[config.mk]
export PLATFORM = sky130hd
export DESIGN_NAME = spri_pc_area
export DESIGN_NICKNAME = d
export VERILOG_FILES = /design/src/design/spri_pkg.sv /design/src/design/spri_pc_area.sv
export SDC_FILE = /design/constraint.sdc
export NUM_CORES = 1
export LEC_CHECK = 0
export ABC_AREA = 0
export BUFFER_PORTS_ARGS = -buffer_cell sky130_fd_sc_hd__buf_2
export CAP_MARGIN = 20
export CORE_MARGIN = 2
export CORE_UTILIZATION = 56
export CTS_BUF_LIST = sky130_fd_sc_hd__clkbuf_8
export DETAILED_ROUTE_END_ITERATION = 10
export PLACE_DENSITY = 0.86
export SLEW_MARGIN = 25
export SYNTH_ARGS = -nofsm -noshare
export SYNTH_HDL_FRONTEND = slang
export SYNTH_SLANG_ARGS = --single-unit
[constraint.sdc]
create_clock -name clk -period 2.6 [get_ports clk]
set_input_delay 0.26 -clock clk [delete_from_list [all_inputs] [get_ports clk]]
set_output_delay 0.26 -clock clk [all_outputs]
set_load 0.02 [all_outputs]
[src/design/spri_pkg.sv]
// shared types, register codes and index helpers for the sp register interface
package spri_pkg;

	localparam int IDX_W             = 11;
	localparam int DATA_W            = 32;
	localparam int MEM_WORDS_DEF     = 2048;
	localparam int PC_AREA_WORDS_DEF = 2;
	localparam int MEM_IDX_MAX_W     = 12;
	localparam int PC_IDX_MAX_W      = 3;

	localparam logic OP_READ  = 1'b0;
	localparam logic OP_WRITE = 1'b1;

	localparam logic [1:0] SPACE_CTRL = 2'd0;
	localparam logic [1:0] SPACE_MEM  = 2'd1;
	localparam logic [1:0] SPACE_PC   = 2'd2;

	localparam logic [2:0] REG_MEM_ADDR  = 3'd0;
	localparam logic [2:0] REG_DRAM_ADDR = 3'd1;
	localparam logic [2:0] REG_RD_LEN    = 3'd2;
	localparam logic [2:0] REG_WR_LEN    = 3'd3;
	localparam logic [2:0] REG_STATUS    = 3'd4;
	localparam logic [2:0] REG_DMA_FULL  = 3'd5;
	localparam logic [2:0] REG_DMA_BUSY  = 3'd6;
	localparam logic [2:0] REG_SEMAPHORE = 3'd7;

	// status register bit positions
	localparam int STATUS_W    = 15;
	localparam int ST_HALT     = 0;
	localparam int ST_BROKE    = 1;
	localparam int ST_SSTEP    = 5;
	localparam int ST_INTBREAK = 6;
	localparam int ST_SIG0     = 7;
	localparam int NUM_SIGNALS = 8;

	// status write request bit positions
	localparam int RQ_CLR_HALT   = 0;
	localparam int RQ_SET_HALT   = 1;
	localparam int RQ_CLR_BROKE  = 2;
	localparam int RQ_CLR_INT    = 3;
	localparam int RQ_SET_INT    = 4;
	localparam int RQ_CLR_SSTEP  = 5;
	localparam int RQ_SET_SSTEP  = 6;
	localparam int RQ_CLR_INTBRK = 7;
	localparam int RQ_SET_INTBRK = 8;
	localparam int RQ_CLR_SIG0   = 9;
	localparam int RQ_SET_SIG0   = 10;

	typedef struct packed {
		logic              opcode;
		logic [1:0]        space;
		logic [IDX_W-1:0]  word_index;
		logic [DATA_W-1:0] write_data;
		logic [DATA_W-1:0] byte_mask;
	} in_beat_t;

	typedef struct packed {
		logic [DATA_W-1:0] read_data;
		logic              start_task;
		logic              dma_in_start;
		logic              dma_out_start;
		logic              int_set;
		logic              int_clear;
	} out_beat_t;

	// index modulo a memory depth of at least 256 words: quotient stays below 8
	function automatic logic [MEM_IDX_MAX_W-1:0] mem_index(input logic [IDX_W-1:0] idx,
		input int m);
		int r;
		r = int'(idx);
		for (int k = 1; k <= 8; k++) begin
			if (int'(idx) >= k * m)
				r = int'(idx) - k * m;
		end
		return MEM_IDX_MAX_W'(r);
	endfunction

	// index modulo a small depth: sum of per-bit residues, then one reduction
	function automatic logic [PC_IDX_MAX_W-1:0] pc_index(input logic [IDX_W-1:0] idx,
		input int m);
		int w;
		int s;
		int r;
		s = 0;
		w = (m == 1) ? 0 : 1;
		for (int i = 0; i < IDX_W; i++) begin
			if (idx[i])
				s = s + w;
			w = 2 * w;
			if (w >= m)
				w = w - m;
		end
		r = s;
		for (int k = 1; k <= IDX_W; k++) begin
			if (s >= k * m)
				r = s - k * m;
		end
		return PC_IDX_MAX_W'(r);
	endfunction

endpackage

[src/design/spri_pc_area.sv]
// program counter area: small register array with masked writes
module spri_pc_area import spri_pkg::*; #(
	parameter int PC_AREA_WORDS = PC_AREA_WORDS_DEF
) (
	input  logic              clk,
	input  logic              arst_n,
	input  logic              commit,
	input  in_beat_t          beat,
	output logic [DATA_W-1:0] rd_data
);

	localparam int PW = (PC_AREA_WORDS > 1) ? $clog2(PC_AREA_WORDS) : 1;

	logic [DATA_W-1:0]       pc_q [PC_AREA_WORDS];
	logic [PC_IDX_MAX_W-1:0] idx_full;
	logic [PW-1:0]           idx;
	logic                    wr_en;

	assign idx_full = pc_index(beat.word_index, PC_AREA_WORDS);
	assign idx      = idx_full[PW-1:0];
	assign wr_en    = commit && (beat.space == SPACE_PC) && (beat.opcode == OP_WRITE);
	assign rd_data  = pc_q[idx];

	always_ff @(posedge clk or negedge arst_n) begin
		if (!arst_n) begin
			for (int i = 0; i < PC_AREA_WORDS; i++)
				pc_q[i] <= '0;
		end else if (wr_en) begin
			pc_q[idx] <= (pc_q[idx] & ~beat.byte_mask) | (beat.write_data & beat.byte_mask);
		end
	end

endmodule

==> results.md <==
- Net Count, Synth: 325
- Static Leak: 2.10 nW
- Core area: 6390 µm²
- Tot Pwr: 0.00276 W
- Wire length on met1: 3020 µm
- Layout cells sized above 1: 0.711
- Reg-to-reg endpoint: pc_q[38]
- RSZ-0062 raised after global routing: no
- Top flop regs: pc_q: 64 flops
- Fin nets: 429
- Final core utilization: 0.689
- Slew HR: 0.518
- Worst Tran Pin Value: 0.724 ns
- Final Wtd Congestion: 0.754
- First-pass GRT wire length: 11800 µm
- Post-CTS sizing: 0
- Clock-pin slew on the worst setup and hold paths: 0.07 ns
- Max Clk Rate: 0.548 GHz
- Number of global-route vias before repair: 2555
- R2R Path Start: pc_q[38]
- Largest Register: pc_q
- Worst path required time: 2.34 ns
- Worst setup EP type: output pin
- Power density cells: 626 nW/µm²
- Die Y: 85.5 µm
- Sequential area share after synthesis: 0.431
- Yosys cell types: 15
- Die width: 85.5 µm
- Final Hold Viols: 16
- GRT Overall Usage: 0.203
- CTS root buf: clkbuf_8
- Setup_tns: 0 ns
- Boundary Pins: 113
- Reg2reg path depth: 1
- Failing checks: hold timing
- Reg2Reg Setup Slack: 1.80 ns
- Final slew viol count: 0
- Worst-path fanout max: 40
- Vias/cell: 5.34
- Final ANT Viol Nets: 0
- Drt drc: 0
- Hold buffers post-CTS: 0
- Die Area: 7310 µm²
- Max Used Layer: met4
- Fill count: 464
- Syn. warnings: 0
- Final setup fails: 0
- Area growth syn-to-layout: 18.4%
- Via count: 2295
- Grt total ovfl: 0
- Initial antenna violation count: 0
- Post-CTS setup buffer count: 0
- CP Class: input port to output pin
- TritonCTS Sinks: 64
- Cells after synthesis: 244
- Starting Density: 0.582
- Drt pass-1 iters: 4
- Clock Latency Late Sink: 0.32 ns
- Worst EP arrival: 1.57 ns
- Crit path from: beat[64]
- Routed Wire Length: 7030 µm
- Ratio of final minimum period to clock period: 0.702
- Synthesized flop and latch total: 64
- Clk buf depth: 2
- CTS tree: yes
- Cts bufs inserted: 9
- WL met3: 532 µm
- HP Class: input port to asynchronous set/reset pin
- Number of flip-flops under the largest register name: 64
- Hpwl dp: 5170 µm
- Syn_area_per_cell: 15.2 µm²
- Mapped Area: 3720 µm²
- Min Tclk post-route: 1.83 ns
- Max VDD drop: 0.364 mV
- WL met2: 3440 µm
- DRT iter0 DRCs: 53
- Clock Skews: 0 ns
- Number of antenna diodes: 0
- H-tree depth: 3
- IO Port Bufs: 102
- MaxCap Viol Count: 0
- Largest net degree at the start of global routing: 41
- WL/cell: 16.4 µm
- Startpoint types: input port
- FP Rows: 29
- Run status: finished with violations
- Worst Hold Slack: -0.00595 ns
==> power by group <==
group,leakage [nW],internal (W),switching (W)
sequential,0.818,0.00119,0.0000990
combinational,1.19,0.000393,0.000355
clock,0.0982,0.000358,0.000360
==> kinds of logic (layout without fill, tap and decap cells) <==
family,count (synthesis),after routing,synth area share
and+or+nand+nor,66,66,0.195
DFF,64,64,0.431
muxes,96,96,0.321
buffers and inverters,18,127,0.0532
==> cells in the final DEF (no fill, tap or decap) <==
master,Yosys,layout
mux2_1,32,32
buf_12,3,3
mux2_2,34,34
dfrtp_1,64,64
buf_2,6,101
nand3_2,30,30
inv_1,0,2
clkinv_2,0,4
nor3b_2,30,30
buf_4,1,7
nor3b_1,2,2
clkbuf_8,4,10
mux2_4,30,30
nand4b_2,1,1
nand3_1,2,2
and4b_2,0,1
==> how the worst max path moves through the flow <==
stage	endpoint	slack [ns]	depth (start not counted)
floorplan	rd_data[0]	1.14	4
global placement	rd_data[21]	0.77	4
detailed placement	rd_data[21]	0.77	4
CTS	rd_data[21]	0.76	4
global route	rd_data[24]	0.69	4
finish	rd_data[24]	0.77	4
==> critical path: stages <==
cell	delay, ns
buf_4	0.45
buf_4	0.32
mux2_2	0.35
buf_2	0.16
==> routing by layer <==
| metal | vias to the layer above | global-route usage |
|---|---|---|
| li1 | 1094 | - |
| met1 | 1126 | 0.259 |
| met2 | 71 | 0.340 |
| met3 | 4 | 0.0568 |
| met4 | 0 | 0.0606 |
| met5 | - | 0 |
==> layout make-up <==
class	count	area (µm²)	share of cell area
Clock buffer	10	138	0.0313
Clock inverter	6	27.5	0.00625
Multi-Input combinational cell	162	1920	0.436
Sequential cell	64	1600	0.364
Tap cell	77	96.3	0.0219
Timing Repair Buffer	111	618	0.140
==> Yosys cell counts <==
cell	number	area share
buf_4	1	0.0020
buf_6	4	0.012
nand3_1	2	0.0027
dfrtp_1	64	0.43
mux2_1	32	0.097
clkbuf_8	4	0.015
and4b_1	1	0.0027
nor3b_2	30	0.10
buf_2	6	0.0081
nand4b_2	1	0.0040
nand3_2	30	0.081
mux2_4	30	0.12
nor3b_1	2	0.0040
buf_12	3	0.016
mux2_2	34	0.10
==> through the flow <==
| step | area, µm² | std cells | worst slack, ns |
|---|---|---|---|
| floorplan | 3720 | 244 | 1.14 |
| global placement | 4240 | 414 | 0.772 |
| detailed placement | 4240 | 414 | 0.766 |
| CTS | 4400 | 430 | 0.759 |
| global route | 4400 | 430 | 0.689 |
| finish | 4400 | 430 | 0.774 |
Power figures use the tool's default switching activity.
