--- src/design/spri_pkg.sv ---
// shared types, register codes and index helpers for the sp register interface
package spri_pkg;

	localparam int IDX_W             = 11;
	localparam int DATA_W            = 32;
	localparam int MEM_WORDS_DEF     = 2048;
	localparam int PC_AREA_WORDS_DEF = 2;
	localparam int MEM_IDX_MAX_W     = 12;
	localparam int PC_IDX_MAX_W      = 3;

	localparam logic OP_READ  = 1'b0;
	localparam logic OP_WRITE = 1'b1;

	localparam logic [1:0] SPACE_CTRL = 2'd0;
	localparam logic [1:0] SPACE_MEM  = 2'd1;
	localparam logic [1:0] SPACE_PC   = 2'd2;

	localparam logic [2:0] REG_MEM_ADDR  = 3'd0;
	localparam logic [2:0] REG_DRAM_ADDR = 3'd1;
	localparam logic [2:0] REG_RD_LEN    = 3'd2;
	localparam logic [2:0] REG_WR_LEN    = 3'd3;
	localparam logic [2:0] REG_STATUS    = 3'd4;
	localparam logic [2:0] REG_DMA_FULL  = 3'd5;
	localparam logic [2:0] REG_DMA_BUSY  = 3'd6;
	localparam logic [2:0] REG_SEMAPHORE = 3'd7;

	// status register bit positions
	localparam int STATUS_W    = 15;
	localparam int ST_HALT     = 0;
	localparam int ST_BROKE    = 1;
	localparam int ST_SSTEP    = 5;
	localparam int ST_INTBREAK = 6;
	localparam int ST_SIG0     = 7;
	localparam int NUM_SIGNALS = 8;

	// status write request bit positions
	localparam int RQ_CLR_HALT   = 0;
	localparam int RQ_SET_HALT   = 1;
	localparam int RQ_CLR_BROKE  = 2;
	localparam int RQ_CLR_INT    = 3;
	localparam int RQ_SET_INT    = 4;
	localparam int RQ_CLR_SSTEP  = 5;
	localparam int RQ_SET_SSTEP  = 6;
	localparam int RQ_CLR_INTBRK = 7;
	localparam int RQ_SET_INTBRK = 8;
	localparam int RQ_CLR_SIG0   = 9;
	localparam int RQ_SET_SIG0   = 10;

	typedef struct packed {
		logic              opcode;
		logic [1:0]        space;
		logic [IDX_W-1:0]  word_index;
		logic [DATA_W-1:0] write_data;
		logic [DATA_W-1:0] byte_mask;
	} in_beat_t;

	typedef struct packed {
		logic [DATA_W-1:0] read_data;
		logic              start_task;
		logic              dma_in_start;
		logic              dma_out_start;
		logic              int_set;
		logic              int_clear;
	} out_beat_t;

	// index modulo a memory depth of at least 256 words: quotient stays below 8
	function automatic logic [MEM_IDX_MAX_W-1:0] mem_index(input logic [IDX_W-1:0] idx,
		input int m);
		int r;
		r = int'(idx);
		for (int k = 1; k <= 8; k++) begin
			if (int'(idx) >= k * m)
				r = int'(idx) - k * m;
		end
		return MEM_IDX_MAX_W'(r);
	endfunction

	// index modulo a small depth: sum of per-bit residues, then one reduction
	function automatic logic [PC_IDX_MAX_W-1:0] pc_index(input logic [IDX_W-1:0] idx,
		input int m);
		int w;
		int s;
		int r;
		s = 0;
		w = (m == 1) ? 0 : 1;
		for (int i = 0; i < IDX_W; i++) begin
			if (idx[i])
				s = s + w;
			w = 2 * w;
			if (w >= m)
				w = w - m;
		end
		r = s;
		for (int k = 1; k <= IDX_W; k++) begin
			if (s >= k * m)
				r = s - k * m;
		end
		return PC_IDX_MAX_W'(r);
	endfunction

endpackage

--- src/design/spri_ctrl.sv ---
// control register file with status set/clear logic, semaphore and dma start pulses
module spri_ctrl import spri_pkg::*; (
	input  logic      clk,
	input  logic      arst_n,
	input  logic      commit,
	input  in_beat_t  beat,
	output out_beat_t res
);

	logic [DATA_W-1:0]   mem_addr_q;
	logic [DATA_W-1:0]   dram_addr_q;
	logic [DATA_W-1:0]   rd_len_q;
	logic [DATA_W-1:0]   wr_len_q;
	logic [STATUS_W-1:0] status_q;
	logic                sema_q;

	logic [2:0]          reg_sel;
	logic                is_ctrl;
	logic                is_wr;
	logic [DATA_W-1:0]   w;
	logic [DATA_W-1:0]   cur;
	logic [DATA_W-1:0]   merged;
	logic [STATUS_W-1:0] status_nxt;

	assign reg_sel = beat.word_index[2:0];
	assign is_ctrl = (beat.space == SPACE_CTRL);
	assign is_wr   = (beat.opcode == OP_WRITE);
	assign w       = beat.write_data & beat.byte_mask;
	assign merged  = (cur & ~beat.byte_mask) | (beat.write_data & beat.byte_mask);

	always_comb begin
		case (reg_sel)
			REG_MEM_ADDR:  cur = mem_addr_q;
			REG_DRAM_ADDR: cur = dram_addr_q;
			REG_RD_LEN:    cur = rd_len_q;
			REG_WR_LEN:    cur = wr_len_q;
			REG_STATUS:    cur = {{(DATA_W-STATUS_W){1'b0}}, status_q};
			REG_SEMAPHORE: cur = {{(DATA_W-1){1'b0}}, sema_q};
			default:       cur = '0;
		endcase
	end

	// clear first, then set, so a set wins
	always_comb begin
		status_nxt = status_q;
		if (w[RQ_CLR_HALT])   status_nxt[ST_HALT] = 1'b0;
		if (w[RQ_SET_HALT])   status_nxt[ST_HALT] = 1'b1;
		if (w[RQ_CLR_BROKE])  status_nxt[ST_BROKE] = 1'b0;
		if (w[RQ_CLR_SSTEP])  status_nxt[ST_SSTEP] = 1'b0;
		if (w[RQ_SET_SSTEP])  status_nxt[ST_SSTEP] = 1'b1;
		if (w[RQ_CLR_INTBRK]) status_nxt[ST_INTBREAK] = 1'b0;
		if (w[RQ_SET_INTBRK]) status_nxt[ST_INTBREAK] = 1'b1;
		for (int n = 0; n < NUM_SIGNALS; n++) begin
			if (w[RQ_CLR_SIG0 + 2*n]) status_nxt[ST_SIG0 + n] = 1'b0;
			if (w[RQ_SET_SIG0 + 2*n]) status_nxt[ST_SIG0 + n] = 1'b1;
		end
	end

	always_comb begin
		res = '0;
		if (is_ctrl) begin
			if (!is_wr) begin
				res.read_data = cur;
			end else begin
				case (reg_sel)
					REG_STATUS: begin
						res.start_task = (w[RQ_CLR_HALT] || w[RQ_CLR_BROKE]) &&
							!status_nxt[ST_HALT] && !status_nxt[ST_BROKE];
						res.int_clear  = w[RQ_CLR_INT];
						res.int_set    = w[RQ_SET_INT];
					end
					REG_RD_LEN: res.dma_in_start = 1'b1;
					REG_WR_LEN: res.dma_out_start = 1'b1;
					default:    res = '0;
				endcase
			end
		end
	end

	always_ff @(posedge clk or negedge arst_n) begin
		if (!arst_n) begin
			mem_addr_q  <= '0;
			dram_addr_q <= '0;
			rd_len_q    <= '0;
			wr_len_q    <= '0;
			status_q    <= STATUS_W'(1) << ST_HALT;
			sema_q      <= 1'b0;
		end else if (commit && is_ctrl) begin
			if (!is_wr) begin
				if (reg_sel == REG_SEMAPHORE)
					sema_q <= 1'b1;
			end else begin
				case (reg_sel)
					REG_MEM_ADDR:  mem_addr_q  <= merged;
					REG_DRAM_ADDR: dram_addr_q <= merged;
					REG_RD_LEN:    rd_len_q    <= merged;
					REG_WR_LEN:    wr_len_q    <= merged;
					REG_STATUS:    status_q    <= status_nxt;
					REG_SEMAPHORE: sema_q      <= 1'b0;
					default:       sema_q      <= sema_q;
				endcase
			end
		end
	end

endmodule

--- config.mk ---
export PLATFORM = sky130hd
export DESIGN_NAME = spri_ctrl
export DESIGN_NICKNAME = d
export VERILOG_FILES = /design/src/design/spri_pkg.sv /design/src/design/spri_ctrl.sv
export SDC_FILE = /design/constraint.sdc
export NUM_CORES = 1
export LEC_CHECK = 0
export ABC_AREA = 0
export BUFFER_PORTS_ARGS = -buffer_cell sky130_fd_sc_hd__buf_2
export CORE_MARGIN = 2
export CORE_UTILIZATION = 57
export CTS_BUF_LIST = sky130_fd_sc_hd__clkbuf_16
export CTS_CLUSTER_SIZE = 8
export DETAILED_ROUTE_END_ITERATION = 16
export PLACE_DENSITY = 0.81
export REMOVE_ABC_BUFFERS = 1
export SLEW_MARGIN = 25
export SYNTH_ARGS = -nofsm -noshare
export SYNTH_HDL_FRONTEND = slang
export SYNTH_SLANG_ARGS = --single-unit
--- constraint.sdc ---
create_clock -name clk -period 4.43 [get_ports clk]
set_input_delay 0.886 -clock clk [delete_from_list [all_inputs] [get_ports clk]]
set_output_delay 0.886 -clock clk [all_outputs]
set_load 0.01 [all_outputs]
==> metrics.md <==
| Metric | Value |
|---|---|
| Setup-failing EPs final | 0 |
| Area contributors post-synth | dfrtp_1 (49%), mux2_2 (17%), mux2i_1 (10%) |
| Setup Skew | about 8 ps |
| Post-cts gate resize count | 0 |
| Fmax | about 280 MHz |
| Compound-gate portion of the synthesized area | under 10% |
| Die area | 13400 sq um |
| Die height | ~120 um |
| Ys flop type | dfrtp_1 |
| Layout fillers | 921 |
| TNS Setup | 0 ps |
| Dpl cells | ~860 |
| CP max-delay cell | buf_4 |
| Seq pwr share | between 40% and 50% |
| Worst path max stage delay | ~650 ps |
| Post-Synth Adder-Cell Area | 0% |
| First drt pass iteration count | 5 |
| CTS Sinks | 141 |
| Seq/Total Area, Yosys | 49.4% |
| CP bufs+invs | 3 |
| Clk pwr share | a little over two fifths |
| Slew Limit Fails | 0 |
| CTS Root Cell | clkbuf_16 |
| Ys Warns | 0 |
| Final hold violation count | 0 |
| Status | finished clean |
| CTS Buf Count | 17 |
| Fin crit share | about four fifths |
| Post-CTS Setup Bufs | 0 |
| Final #Nets | just under 800 |
| Synthesized area | between 7000 and 8000 sq um |
| Crit-path leading delay family | buffers and inverters |
| Avg Cell Area, Syn | approximately 12 sq um |
| FF+latch count, synth | roughly 140 |
| Routed WL | around 17000 um |
| GRT Util Overall | 27.0% |
| CP Class | in -> out |
| Hold Path End | mem_addr_q[1] |
| CTS tree | done |
| Vias | 5236 |
| # diodes | 0 |
| Comb pwr share | approximately 12% |
| Crit end category | primary output |
| # DRC | 0 |
| Most frequent cells in the layout | dfrtp_1 (140), mux2_2 (108), buf_2 (108) |
| HP Start | mem_addr_q[1] |
| Initial antenna violation count | 0 |
| Largest family of logic cells by synthesized area | multiplexers |
| Required time of the critical path | 3540 ps |
| Simple-gate portion of the synthesized area | between 8 and 9% |
| Worst-Skew Late Latency | 420 ps |
| Internal Pwr Total | about 2500 uW |
| DP Wirelength | roughly 11000 um |
| Net load switching power | 778 uW |
| Post-Synth XOR/XNOR Area | 0% |
| Initial core utilization | approximately three fifths |
| Cell Rows | 40 |
| Worst Hold Class | reg -> reg |
| Relative max-transition margin | between 40% and 50% |
| DR vias/cell | ~6 |
| H-tree depth | 4 |
| Share of layout cells above drive strength 1 | between 30% and 40% |
| Post-synthesis cell type count | 45 |
| Reg2reg end | rd_len_q[12] |
| Cell mode on critical path | buf_2 |
| Worst vdd ir | 0.294 mV |
| Hold path cells | 2 |
| CP arrival | 2720 ps |
| Ys async rst share | 100% |
| Transition time of the tightest slew-check pin | around 860 ps |
| Worst-path fanout max | 38 |
| Port Buffers | approximately 110 |
| CTS hold repair buffers | 0 |
| Leak | about 0.0043 uW |
| Cell count of the worst reg-to-reg path | 4 |
| Core footprint | 12100 sq um |
| Syn Inst Count | 607 |
| DRT iter0 DRCs | between 400 and 500 |
| Post-synth EDFFs | 0 |
| Post-synth top area share | approximately half |
| Area delta synth->final | 17.3% |
| Vias in the first global route | 5361 |
| Wire length per cell | between 15 and 20 um |
| Leading cell type in the layout, fill and taps excluded | dfrtp_1 |
| CP Launch Type | input pin |
| Switching Share | between 20% and 30% |
| Tmin final | 3610 ps |
| Gpl congestion | 0.829 |
| Chip Width | ~120 um |
| Total congestion overflow | 0 |
| P per Cell Area | between 300 and 400 nW/um^2 |
| Max cap viols | 0 |
| CP Cell Sequence | buf_2 -> buf_4 -> mux2i_1 -> o22a_1 -> nor2_1 -> buf_2 |
| Max clock buf depth | 2 |
| Antenna viol nets, final | 0 |
| Largest net degree at the start of global routing | 90 |
| Final std cells w/o fill | roughly 900 |
| Reg-to-reg critical path startpoint | wr_len_q[12] |
| First-pass GRT wire length | about 27000 um |
| Hold_ws | 479 ps |
| Minimum setup slack among reg-to-reg paths | 2720 ps |
| Clk pin slew, worst setup/hold paths | 50 ps |
| Mux contribution to synthesized area | 28.1% |
| RSZ-0062 raised after global routing | no |
| I/O Pins | between 100 and 150 |
| Synth area leader | dfrtp_1 |
[area by class of cell]
cell class | count | area [sq um] | share of cell area, %
flip-flops and latches | 141 | 3530 | 42.1
multi-input cells | 399 | 3300 | 39.4
repair buffers | 120 | 634 | 7.57
clock buffers | 17 | 425 | 5.08
well taps | 168 | 210 | 2.51
clock inverters | 14 | 161 | 1.93
inverters | 31 | 116 | 1.39
[stage by stage]
stage	power, uW	utilization (%)	setup WS, ps	area (sq um)
finish	3290	69.2	819	8380
global route	3420	69.2	751	8380
CTS	3310	69.2	826	8380
detailed placement	1880	64.3	891	7790
global placement	1850	64.3	933	7790
floorplan	1710	-	1670	6950
[power groups by stage]
| stage | clock network (uW) | logic [uW] | registers, uW |
|---|---|---|---|
| 2_1_floorplan | 0 | 234 | 1480 |
| 3_3_place_gp | 0 | 361 | 1490 |
| 3_5_place_dp | 0 | 379 | 1500 |
| 4_1_cts | 1440 | 385 | 1480 |
| 5_1_grt | 1500 | 424 | 1490 |
| 6_report | 1430 | 383 | 1480 |
[cells in the mapped netlist, types with 3 or more instances]
library cell  count
clkbuf_1          9
a31oi_1           7
buf_2            19
nand3_1          15
nand2_1          24
mux2i_1          74
o22ai_1           7
mux2_2          108
o31ai_1           3
dfrtp_1         140
buf_4             5
o21ai_0          20
nor2b_1           5
or2_2             3
a32o_1           13
nand2b_1          7
and3_1            9
a21oi_1           9
nand3b_1          4
o22a_1           20
a32oi_1           4
inv_1            31
nor2_1           44
[routing by layer]
| layer | global-route usage (%) | wire length (um) | share of wire [%] |
|---|---|---|---|
| met1 | 34.6 | 7330 | 43 |
| met2 | 45.6 | 8360 | 49 |
| met3 | 6.49 | 1080 | 6.3 |
| met4 | 8.65 | 226 | 1.3 |
| met5 | 0 | 0 | 0 |
[sequential cells by signal (all words and copies together) (netlist names)]
register,count
sema_q,1
mem_addr_q,32
status_q,12
rd_len_q,32
dram_addr_q,32
wr_len_q,32
[logic make-up (layout without fill, tap and decap cells)]
group	Yosys count	after routing
AOI/OAI and AO/OA	94	94
buffers and inverters	67	182
DFF	141	141
muxes	185	185
and+or+nand+nor	120	120
[tightest hold or removal path, stage by stage, from the launching register on]
cell	delay, ps
dfrtp_1	340
nand2_1	40
o21ai_0	60
[worst max-delay path by stage]
stage             start  endpoint  slack, ps  cells past startpoint
5_1_grt        beat[64]   res[29]        750                      6
4_1_cts        beat[64]   res[29]        830                      6
3_5_place_dp   beat[64]   res[29]        890                      6
2_1_floorplan  beat[77]   res[12]       1670                      2
6_report       beat[64]   res[29]        820                      6
3_3_place_gp   beat[64]   res[29]        930                      6
Note: power is estimated with default switching activity, not from simulation.
